--- src/rtl/gnmc_pkg.sv ---
// Package for the grid neighbour mine counter: field widths, size limits,
// controller states and the command/status structs between the controller and datapath.
// No dependencies.
package gnmc_pkg;

  localparam int unsigned MAX_COLS = 32;
  localparam int unsigned MAX_ROWS = 4095;

  localparam int unsigned RowW   = 12;
  localparam int unsigned ColW   = 6;
  localparam int unsigned CountW = 4;
  localparam int unsigned CfgW   = 12;
  localparam int unsigned CfgIdxW = 1;

  // Line buffer tap index and the counter that holds up to MAX_COLS + 1.
  localparam int unsigned LbIdxW = $clog2(MAX_COLS);
  localparam int unsigned PcW    = $clog2(MAX_COLS + 2);

  localparam logic [CfgIdxW-1:0] CFG_NUM_ROWS = CfgIdxW'(0);
  localparam logic [CfgIdxW-1:0] CFG_NUM_COLS = CfgIdxW'(1);

  typedef enum logic {
    GNMC_RUN,
    GNMC_FLUSH
  } gnmc_state_e;

  typedef struct packed {
    logic shift;
    logic phantom;
    logic clear;
  } gnmc_cmd_t;

  typedef struct packed {
    logic can_shift;
    logic last_in;
    logic flush_done;
  } gnmc_stat_t;

endpackage

--- src/rtl/gnmc_ctrl.sv ---
// Controller for the grid neighbour mine counter: accepts cells while running
// and drives the end-of-field flush. Depends on gnmc_pkg.
module gnmc_ctrl (
  input  logic                  clk_i,
  input  logic                  rst_ni,
  input  logic                  in_valid_i,
  output logic                  in_ready_o,
  input  logic                  cfg_we_i,
  input  gnmc_pkg::gnmc_stat_t  stat_i,
  output gnmc_pkg::gnmc_cmd_t   cmd_o
);
  import gnmc_pkg::*;

  gnmc_state_e state_q, state_d;

  always_ff @(posedge clk_i or negedge rst_ni) begin
    if (!rst_ni) begin
      state_q <= GNMC_RUN;
    end else begin
      state_q <= state_d;
    end
  end

  always_comb begin
    state_d = state_q;
    priority if (cfg_we_i) begin
      state_d = GNMC_RUN;
    end else begin
      unique case (state_q)
        GNMC_RUN: begin
          if (cmd_o.shift && stat_i.last_in) begin
            state_d = GNMC_FLUSH;
          end
        end
        GNMC_FLUSH: begin
          if (cmd_o.shift && stat_i.flush_done) begin
            state_d = GNMC_RUN;
          end
        end
        default: state_d = GNMC_RUN;
      endcase
    end
  end

  always_comb begin
    in_ready_o    = 1'b0;
    cmd_o.shift   = 1'b0;
    cmd_o.phantom = 1'b0;
    cmd_o.clear   = cfg_we_i;
    unique case (state_q)
      GNMC_RUN: begin
        in_ready_o  = stat_i.can_shift && !cfg_we_i;
        cmd_o.shift = in_valid_i && stat_i.can_shift && !cfg_we_i;
      end
      GNMC_FLUSH: begin
        cmd_o.shift   = stat_i.can_shift && !cfg_we_i;
        cmd_o.phantom = 1'b1;
      end
      default: begin
        in_ready_o = 1'b0;
      end
    endcase
  end

  a_flush_ends: assert property (@(posedge clk_i) disable iff (!rst_ni)
    (state_q == GNMC_FLUSH && cmd_o.shift && stat_i.flush_done) |=> state_q == GNMC_RUN)
    else $error("flush did not end after its final shift");

  a_flush_starts: assert property (@(posedge clk_i) disable iff (!rst_ni)
    (state_q == GNMC_RUN && cmd_o.shift && stat_i.last_in && !cfg_we_i)
      |=> state_q == GNMC_FLUSH)
    else $error("last cell of the field did not start the flush");

  a_no_input_in_flush: assert property (@(posedge clk_i) disable iff (!rst_ni)
    (state_q == GNMC_FLUSH) |-> !in_ready_o)
    else $error("input ready raised during the flush");

endmodule

--- src/rtl/gnmc_dp.sv ---
// Datapath for the grid neighbour mine counter: two row delay lines, the 3x3
// window, position counters and the result register. Depends on gnmc_pkg.
module gnmc_dp (
  input  logic                          clk_i,
  input  logic                          rst_ni,
  input  gnmc_pkg::gnmc_cmd_t           cmd_i,
  output gnmc_pkg::gnmc_stat_t          stat_o,
  input  logic [gnmc_pkg::RowW-1:0]     rows_i,
  input  logic [gnmc_pkg::ColW-1:0]     cols_i,
  input  logic                          is_mine_i,
  output logic                          out_valid_o,
  input  logic                          out_ready_i,
  output logic [gnmc_pkg::RowW-1:0]     out_row_o,
  output logic [gnmc_pkg::ColW-1:0]     out_col_o,
  output logic                          cell_is_mine_o,
  output logic [gnmc_pkg::CountW-1:0]   mine_count_o,
  output logic                          field_last_o
);
  import gnmc_pkg::*;

  logic [MAX_COLS-1:0] lb1_q, lb2_q;
  logic [2:0]          win_top_q, win_mid_q, win_bot_q;
  logic [LbIdxW-1:0]   lb_idx;
  logic                lb1_tap, lb2_tap, shift_bit;

  logic [RowW-1:0]     in_row_q, emit_row_q;
  logic [ColW-1:0]     in_col_q, emit_col_q;
  logic [PcW-1:0]      prime_q, flush_q;
  logic                win_valid_q, out_valid_q;

  logic [RowW-1:0]     out_row_q;
  logic [ColW-1:0]     out_col_q;
  logic                out_mine_q, out_last_q;
  logic [CountW-1:0]   out_count_q;

  logic [RowW-1:0]     row_max;
  logic [ColW-1:0]     col_max;
  logic                last_in, flush_done, prime_full, field_end;
  logic                out_load, can_shift, emit_last;
  logic                top_ok, bot_ok, left_ok, right_ok;
  logic [7:0]          nb;
  logic [CountW-1:0]   nb_sum;

  assign row_max    = rows_i - RowW'(1);
  assign col_max    = cols_i - ColW'(1);
  assign lb_idx     = col_max[LbIdxW-1:0];
  assign lb1_tap    = lb1_q[lb_idx];
  assign lb2_tap    = lb2_q[lb_idx];
  assign shift_bit  = cmd_i.phantom ? 1'b0 : is_mine_i;

  assign last_in    = (in_row_q == row_max) && (in_col_q == col_max);
  assign flush_done = (flush_q == PcW'(cols_i));
  assign prime_full = (prime_q == PcW'(cols_i) + PcW'(1));
  assign field_end  = cmd_i.shift && cmd_i.phantom && flush_done;
  assign out_load   = win_valid_q && (!out_valid_q || out_ready_i);
  assign can_shift  = !win_valid_q || out_load;
  assign emit_last  = (emit_row_q == row_max) && (emit_col_q == col_max);

  assign stat_o.can_shift  = can_shift;
  assign stat_o.last_in    = last_in;
  assign stat_o.flush_done = flush_done;

  always_ff @(posedge clk_i) begin
    if (cmd_i.shift) begin
      lb1_q     <= {lb1_q[MAX_COLS-2:0], shift_bit};
      lb2_q     <= {lb2_q[MAX_COLS-2:0], lb1_tap};
      win_bot_q <= {win_bot_q[1:0], shift_bit};
      win_mid_q <= {win_mid_q[1:0], lb1_tap};
      win_top_q <= {win_top_q[1:0], lb2_tap};
    end
  end

  assign top_ok   = (emit_row_q != '0);
  assign bot_ok   = (emit_row_q != row_max);
  assign left_ok  = (emit_col_q != '0);
  assign right_ok = (emit_col_q != col_max);

  assign nb = {win_top_q[2] & top_ok & left_ok,
               win_top_q[1] & top_ok,
               win_top_q[0] & top_ok & right_ok,
               win_mid_q[2] & left_ok,
               win_mid_q[0] & right_ok,
               win_bot_q[2] & bot_ok & left_ok,
               win_bot_q[1] & bot_ok,
               win_bot_q[0] & bot_ok & right_ok};

  always_comb begin
    nb_sum = '0;
    for (int i = 0; i < 8; i++) begin
      nb_sum = nb_sum + CountW'(nb[i]);
    end
  end

  always_ff @(posedge clk_i or negedge rst_ni) begin
    if (!rst_ni) begin
      in_row_q    <= '0;
      in_col_q    <= '0;
      prime_q     <= '0;
      flush_q     <= '0;
      emit_row_q  <= '0;
      emit_col_q  <= '0;
      win_valid_q <= 1'b0;
      out_valid_q <= 1'b0;
    end else if (cmd_i.clear) begin
      in_row_q    <= '0;
      in_col_q    <= '0;
      prime_q     <= '0;
      flush_q     <= '0;
      emit_row_q  <= '0;
      emit_col_q  <= '0;
      win_valid_q <= 1'b0;
      out_valid_q <= 1'b0;
    end else begin
      if (cmd_i.shift && !cmd_i.phantom) begin
        if (last_in) begin
          in_row_q <= '0;
          in_col_q <= '0;
        end else if (in_col_q == col_max) begin
          in_col_q <= '0;
          in_row_q <= in_row_q + RowW'(1);
        end else begin
          in_col_q <= in_col_q + ColW'(1);
        end
      end

      if (field_end) begin
        prime_q <= '0;
        flush_q <= '0;
      end else if (cmd_i.shift) begin
        if (!prime_full) begin
          prime_q <= prime_q + PcW'(1);
        end
        if (cmd_i.phantom) begin
          flush_q <= flush_q + PcW'(1);
        end
      end

      if (out_load) begin
        if (emit_last) begin
          emit_row_q <= '0;
          emit_col_q <= '0;
        end else if (emit_col_q == col_max) begin
          emit_col_q <= '0;
          emit_row_q <= emit_row_q + RowW'(1);
        end else begin
          emit_col_q <= emit_col_q + ColW'(1);
        end
      end

      if (cmd_i.shift) begin
        win_valid_q <= prime_full;
      end else if (out_load) begin
        win_valid_q <= 1'b0;
      end

      if (out_load) begin
        out_valid_q <= 1'b1;
      end else if (out_ready_i) begin
        out_valid_q <= 1'b0;
      end
    end
  end

  always_ff @(posedge clk_i) begin
    if (out_load) begin
      out_row_q   <= emit_row_q;
      out_col_q   <= emit_col_q;
      out_mine_q  <= win_mid_q[1];
      out_count_q <= win_mid_q[1] ? '0 : nb_sum;
      out_last_q  <= emit_last;
    end
  end

  assign out_valid_o    = out_valid_q;
  assign out_row_o      = out_row_q;
  assign out_col_o      = out_col_q;
  assign cell_is_mine_o = out_mine_q;
  assign mine_count_o   = out_count_q;
  assign field_last_o   = out_last_q;

  a_emit_col_range: assert property (@(posedge clk_i) disable iff (!rst_ni)
    emit_col_q < cols_i)
    else $error("emit column outside the field");

  a_last_is_corner: assert property (@(posedge clk_i) disable iff (!rst_ni)
    (out_valid_q && out_last_q) |-> (out_row_q == row_max) && (out_col_q == col_max))
    else $error("final result is not the field's last cell");

  a_mine_zero_count: assert property (@(posedge clk_i) disable iff (!rst_ni)
    (out_valid_q && out_mine_q) |-> (out_count_q == '0))
    else $error("mine cell reported with a nonzero count");

endmodule

--- src/rtl/grid_neighbour_mine_count_top.sv ---
// Grid neighbour mine counter, top level: size registers, controller and datapath.
// Throughput is one cell per cycle unless the output stalls or a flush runs; the result
// for cell p is registered at the output once cell p+C+1 is in and that register is free
// (C = effective column count). Input ready is low during a flush of C+1 phantom cells.
// Reset sets both size registers to 1 and leaves the field empty; any register write
// abandons the field in progress. Depends on gnmc_pkg, gnmc_ctrl and gnmc_dp.
module grid_neighbour_mine_count_top (
  input  logic                          clk_i,
  input  logic                          rst_ni,
  input  logic                          cfg_we_i,
  input  logic [gnmc_pkg::CfgIdxW-1:0]  cfg_idx_i,
  input  logic [gnmc_pkg::CfgW-1:0]     cfg_data_i,
  input  logic                          in_valid_i,
  output logic                          in_ready_o,
  input  logic                          is_mine_i,
  output logic                          out_valid_o,
  input  logic                          out_ready_i,
  output logic [gnmc_pkg::RowW-1:0]     out_row_o,
  output logic [gnmc_pkg::ColW-1:0]     out_col_o,
  output logic                          cell_is_mine_o,
  output logic [gnmc_pkg::CountW-1:0]   mine_count_o,
  output logic                          field_last_o
);
  import gnmc_pkg::*;

  logic [RowW-1:0] rows_q, rows_d, row_val;
  logic [ColW-1:0] cols_q, cols_d, col_val;
  gnmc_cmd_t       cmd;
  gnmc_stat_t      stat;

  assign row_val = cfg_data_i[RowW-1:0];
  assign col_val = cfg_data_i[ColW-1:0];

  always_comb begin
    rows_d = rows_q;
    cols_d = cols_q;
    if (cfg_we_i) begin
      unique case (cfg_idx_i)
        CFG_NUM_ROWS: begin
          priority if (row_val == '0) begin
            rows_d = RowW'(1);
          end else if (row_val > RowW'(MAX_ROWS)) begin
            rows_d = RowW'(MAX_ROWS);
          end else begin
            rows_d = row_val;
          end
        end
        CFG_NUM_COLS: begin
          priority if (col_val == '0) begin
            cols_d = ColW'(1);
          end else if (col_val > ColW'(MAX_COLS)) begin
            cols_d = ColW'(MAX_COLS);
          end else begin
            cols_d = col_val;
          end
        end
        default: begin
          rows_d = rows_q;
        end
      endcase
    end
  end

  always_ff @(posedge clk_i or negedge rst_ni) begin
    if (!rst_ni) begin
      rows_q <= RowW'(1);
      cols_q <= ColW'(1);
    end else begin
      rows_q <= rows_d;
      cols_q <= cols_d;
    end
  end

  gnmc_ctrl u_ctrl (
    .clk_i      (clk_i),
    .rst_ni     (rst_ni),
    .in_valid_i (in_valid_i),
    .in_ready_o (in_ready_o),
    .cfg_we_i   (cfg_we_i),
    .stat_i     (stat),
    .cmd_o      (cmd)
  );

  gnmc_dp u_dp (
    .clk_i          (clk_i),
    .rst_ni         (rst_ni),
    .cmd_i          (cmd),
    .stat_o         (stat),
    .rows_i         (rows_q),
    .cols_i         (cols_q),
    .is_mine_i      (is_mine_i),
    .out_valid_o    (out_valid_o),
    .out_ready_i    (out_ready_i),
    .out_row_o      (out_row_o),
    .out_col_o      (out_col_o),
    .cell_is_mine_o (cell_is_mine_o),
    .mine_count_o   (mine_count_o),
    .field_last_o   (field_last_o)
  );

endmodule

--- config.mk ---
export PLATFORM = sky130hd
export DESIGN_NAME = grid_neighbour_mine_count_top
export DESIGN_NICKNAME = d
export VERILOG_FILES = /design/src/rtl/gnmc_pkg.sv /design/src/rtl/gnmc_ctrl.sv /design/src/rtl/gnmc_dp.sv /design/src/rtl/grid_neighbour_mine_count_top.sv
export SDC_FILE = /design/constraint.sdc
export NUM_CORES = 1
export LEC_CHECK = 0
export BUFFER_PORTS_ARGS = -buffer_cell sky130_fd_sc_hd__buf_2
export CORE_MARGIN = 4
export CORE_UTILIZATION = 45
export DETAILED_ROUTE_END_ITERATION = 16
export GPL_TIMING_DRIVEN = 0
export REMOVE_ABC_BUFFERS = 1
export SLEW_MARGIN = 20
export SYNTH_ARGS = -nofsm -noshare
export SYNTH_HDL_FRONTEND = slang
export SYNTH_SLANG_ARGS = --single-unit
--- constraint.sdc ---
create_clock -name clk_i -period 7.2 [get_ports clk_i]
set_input_delay 2.16 -clock clk_i [delete_from_list [all_inputs] [get_ports clk_i]]
set_output_delay 2.16 -clock clk_i [all_outputs]
set_load 0.02 [all_outputs]
==> run metrics <==
status completed; CP Capture Type flop; Die Y about 140 um; Main synth FF type edfxtp_1; initial antenna violation count 0; final setup skew about 9.0 ps; clock insertion delay at the later pin of the skew report ~420 ps; Avg Vias per Cell between 5 and 6; Chip Width approximately 140 um; worst slack at placement approximately 1200 ps; final hold viol count 0; Synth Instances slightly below 700; number of buffers added on ports between 40 and 50; CP top delay family adder cells; Final period util 82.2%; DP Cell Count between 900 and 1000; CTS H-tree lvls 4; fin area around 0.0094 mm2; CTS Hold Bufs 0; Syn-to-layout area delta 12.6%; RSZ-0062 raised after global routing no; ordered cell list for the critical path inv_1 > ha_1 > xnor2_1 > nor2_1 > nand4_1 > or2_2 > and3_1 > ha_1 > inv_1 > fa_1 > inv_1 > fa_1 > inv_1 > fa_1 > fa_1 > xor2_1 > nor2_1; cells on worst reg2reg path 17; dpl hpwl between 10000 and 15000 um; Stages on worst setup path 17; ant diodes 0; post-route ant nets 0; core footprint ~0.018 mm2; CTS Sinks between 150 and 200; GRT Total Usage 17.3%; WL/cell between 15 and 20 um; worst slew pin tran 1040 ps; R2R Setup Slk approximately 1300 ps; global-route wire length before repair between 20000 and 30000 um; CTS root buffer clkbuf_16; HP Class flop to flop; mapped cell area about 0.0083 mm2; Clk pin slew, worst setup/hold paths about 60 ps; Post-layout nets ~750; Lkg Pwr around 3.7 nW; worst path bufs/invs 4; slowest library cell on the worst path dfstp_2; Setup WS post-layout between 1000 and 1500 ps; Starting DRT DRC Count 347; DRC 0; crit path time final approximately 5900 ps; vias in the first global route 5359; Finished Layout Cells 957; Hold Path Stages 0; Worst Path Max Fanout 25; routability cong. slightly below 0.9; CTS tree done; I/O Pins 45; kind of critical path flop to flop; Setup TNS 0 ps; pwr dens roughly 250 mW/mm2; Max-cap violations 0; Slew Limit Fails 0; via count 5391; Yosys cell types 64; DIE AREA roughly 0.021 mm2; maximum vdd drop 0.168 mV; Syn Area/Cell around 12 um2; Initial Util between 40% and 50%; Max-slew headroom between 30% and 40%; total power 2.35 mW; drt pass-1 iters 5; CTS Buffer Depth 2; warnings from Yosys 0; layout cells sized above 1 17.7%; Worst EP arrival 6090 ps; hold slack between 400 and 500 ps; Max Fclk ~170 MHz; row count a little under 50; Slowest Stage Delay on Critical Path about 1100 ps; Yosys reg bits between 150 and 200; Post-CTS Setup Inserts 0; TritonCTS buffer count 17; Post-DP Area a little under 0.009 mm2; post-CTS sizing 0; Post-synth EDFFs 91; most frequent cells in the layout edfxtp_1, dfrtp_1, nor2_1; FILL cells 1541; FFs w/ async S/R, synth between 40% and 50%; critical path required time ~7400 ps; largest net degree at the start of global routing 43; Util after Layout approximately half; CP startpoint kind flop; Seq/Total Area, Yosys 53.6%; total grt overflow 0; final setup fails 0; final wirelength between 15000 and 20000 um; commonest non-fill, non-tap cell in the layout edfxtp_1
area by class of cell:
class / count / area (um2) / area share, %
multi-input cells: 468 / 3630 / 38.8
inverters: 22 / 82.6 / 0.881
flip-flops and latches: 160 / 4460 / 47.6
repair buffers: 46 / 263 / 2.80
clock buffers: 19 / 433 / 4.62
clock inverters: 13 / 211 / 2.26
well taps: 229 / 287 / 3.06
routing by layer:
layer	vias up	GRT usage [%]	routed length, um	part of all wire, %
met2	120	26.0	7640	45
met1	2677	24.8	8230	49
met4	0	6.59	376	2.2
met3	27	3.47	633	3.7
li1	2567	-	-	-
met5	-	0	0	0
synth_stat cells (4+ instances only):
cell type | number | area share, %
and3_1 | 7 | 0.53
a22o_1 | 11 | 1.2
nor2_1 | 50 | 2.3
nor3b_1 | 8 | 0.72
ha_1 | 14 | 2.1
nand4_1 | 5 | 0.38
a31oi_1 | 5 | 0.38
edfxtp_1 | 91 | 33
a221o_1 | 6 | 0.72
nand3_1 | 31 | 1.9
dfrtp_1 | 67 | 20
nor4_1 | 5 | 0.38
nand2_1 | 50 | 2.3
mux2_2 | 14 | 1.9
inv_1 | 22 | 0.99
xor2_1 | 21 | 2.2
nand2b_1 | 10 | 0.75
buf_2 | 5 | 0.30
mux4_2 | 20 | 5.4
o21ai_0 | 36 | 2.2
nor2b_1 | 17 | 1.3
nor4b_1 | 5 | 0.53
xnor2_1 | 49 | 5.2
or4_1 | 5 | 0.45
xnor3_1 | 6 | 1.6
nor3_1 | 17 | 1.0
fa_1 | 4 | 0.96
or3_1 | 5 | 0.38
a21oi_1 | 9 | 0.54
and2_1 | 7 | 0.53
clkbuf_1 | 27 | 1.2
a21o_1 | 6 | 0.54
o31ai_1 | 7 | 0.63
final timing paths:
| path | startpoint | to |
|---|---|---|
| min reg2reg | u_dp.lb1_q[19] | u_dp.lb1_q[20] |
| min in group asynchronous | rst_ni | u_dp.emit_row_q[9] |
| min | u_dp.lb1_q[19] | u_dp.lb1_q[20] |
| max reg2reg | cols_q[0] | u_dp.mine_count_o[2] |
| max in group asynchronous | rst_ni | cols_q[0] |
| max | cols_q[0] | u_dp.mine_count_o[2] |
where the power goes:
part	switching, mW	internal, mW
clock	0.368	0.618
sequential	0.0591	1.01
combinational	0.144	0.146
total	0.572	1.78
registers in the layout (all words and copies together), names as in the netlist, 12 cells and up:
signal / count
u_dp.lb1_q: 30
u_dp.lb2_q: 30
rows_q: 12
u_dp.emit_row_q: 12
u_dp.in_row_q: 12
u_dp.out_row_o: 12
cell families after synthesis:
logic type / Yosys count / share of synthesized area [%]
AOI/OAI and AO/OA: 96 / 7.92
xor gates and xnor gates: 76 / 8.99
adders and majority gates: 18 / 3.07
buffers and inverters: 59 / 2.92
DFF: 160 / 53.6
muxes: 35 / 7.43
and+or+nand+nor: 243 / 16.1
Note: power is estimated with default switching activity, not from simulation.
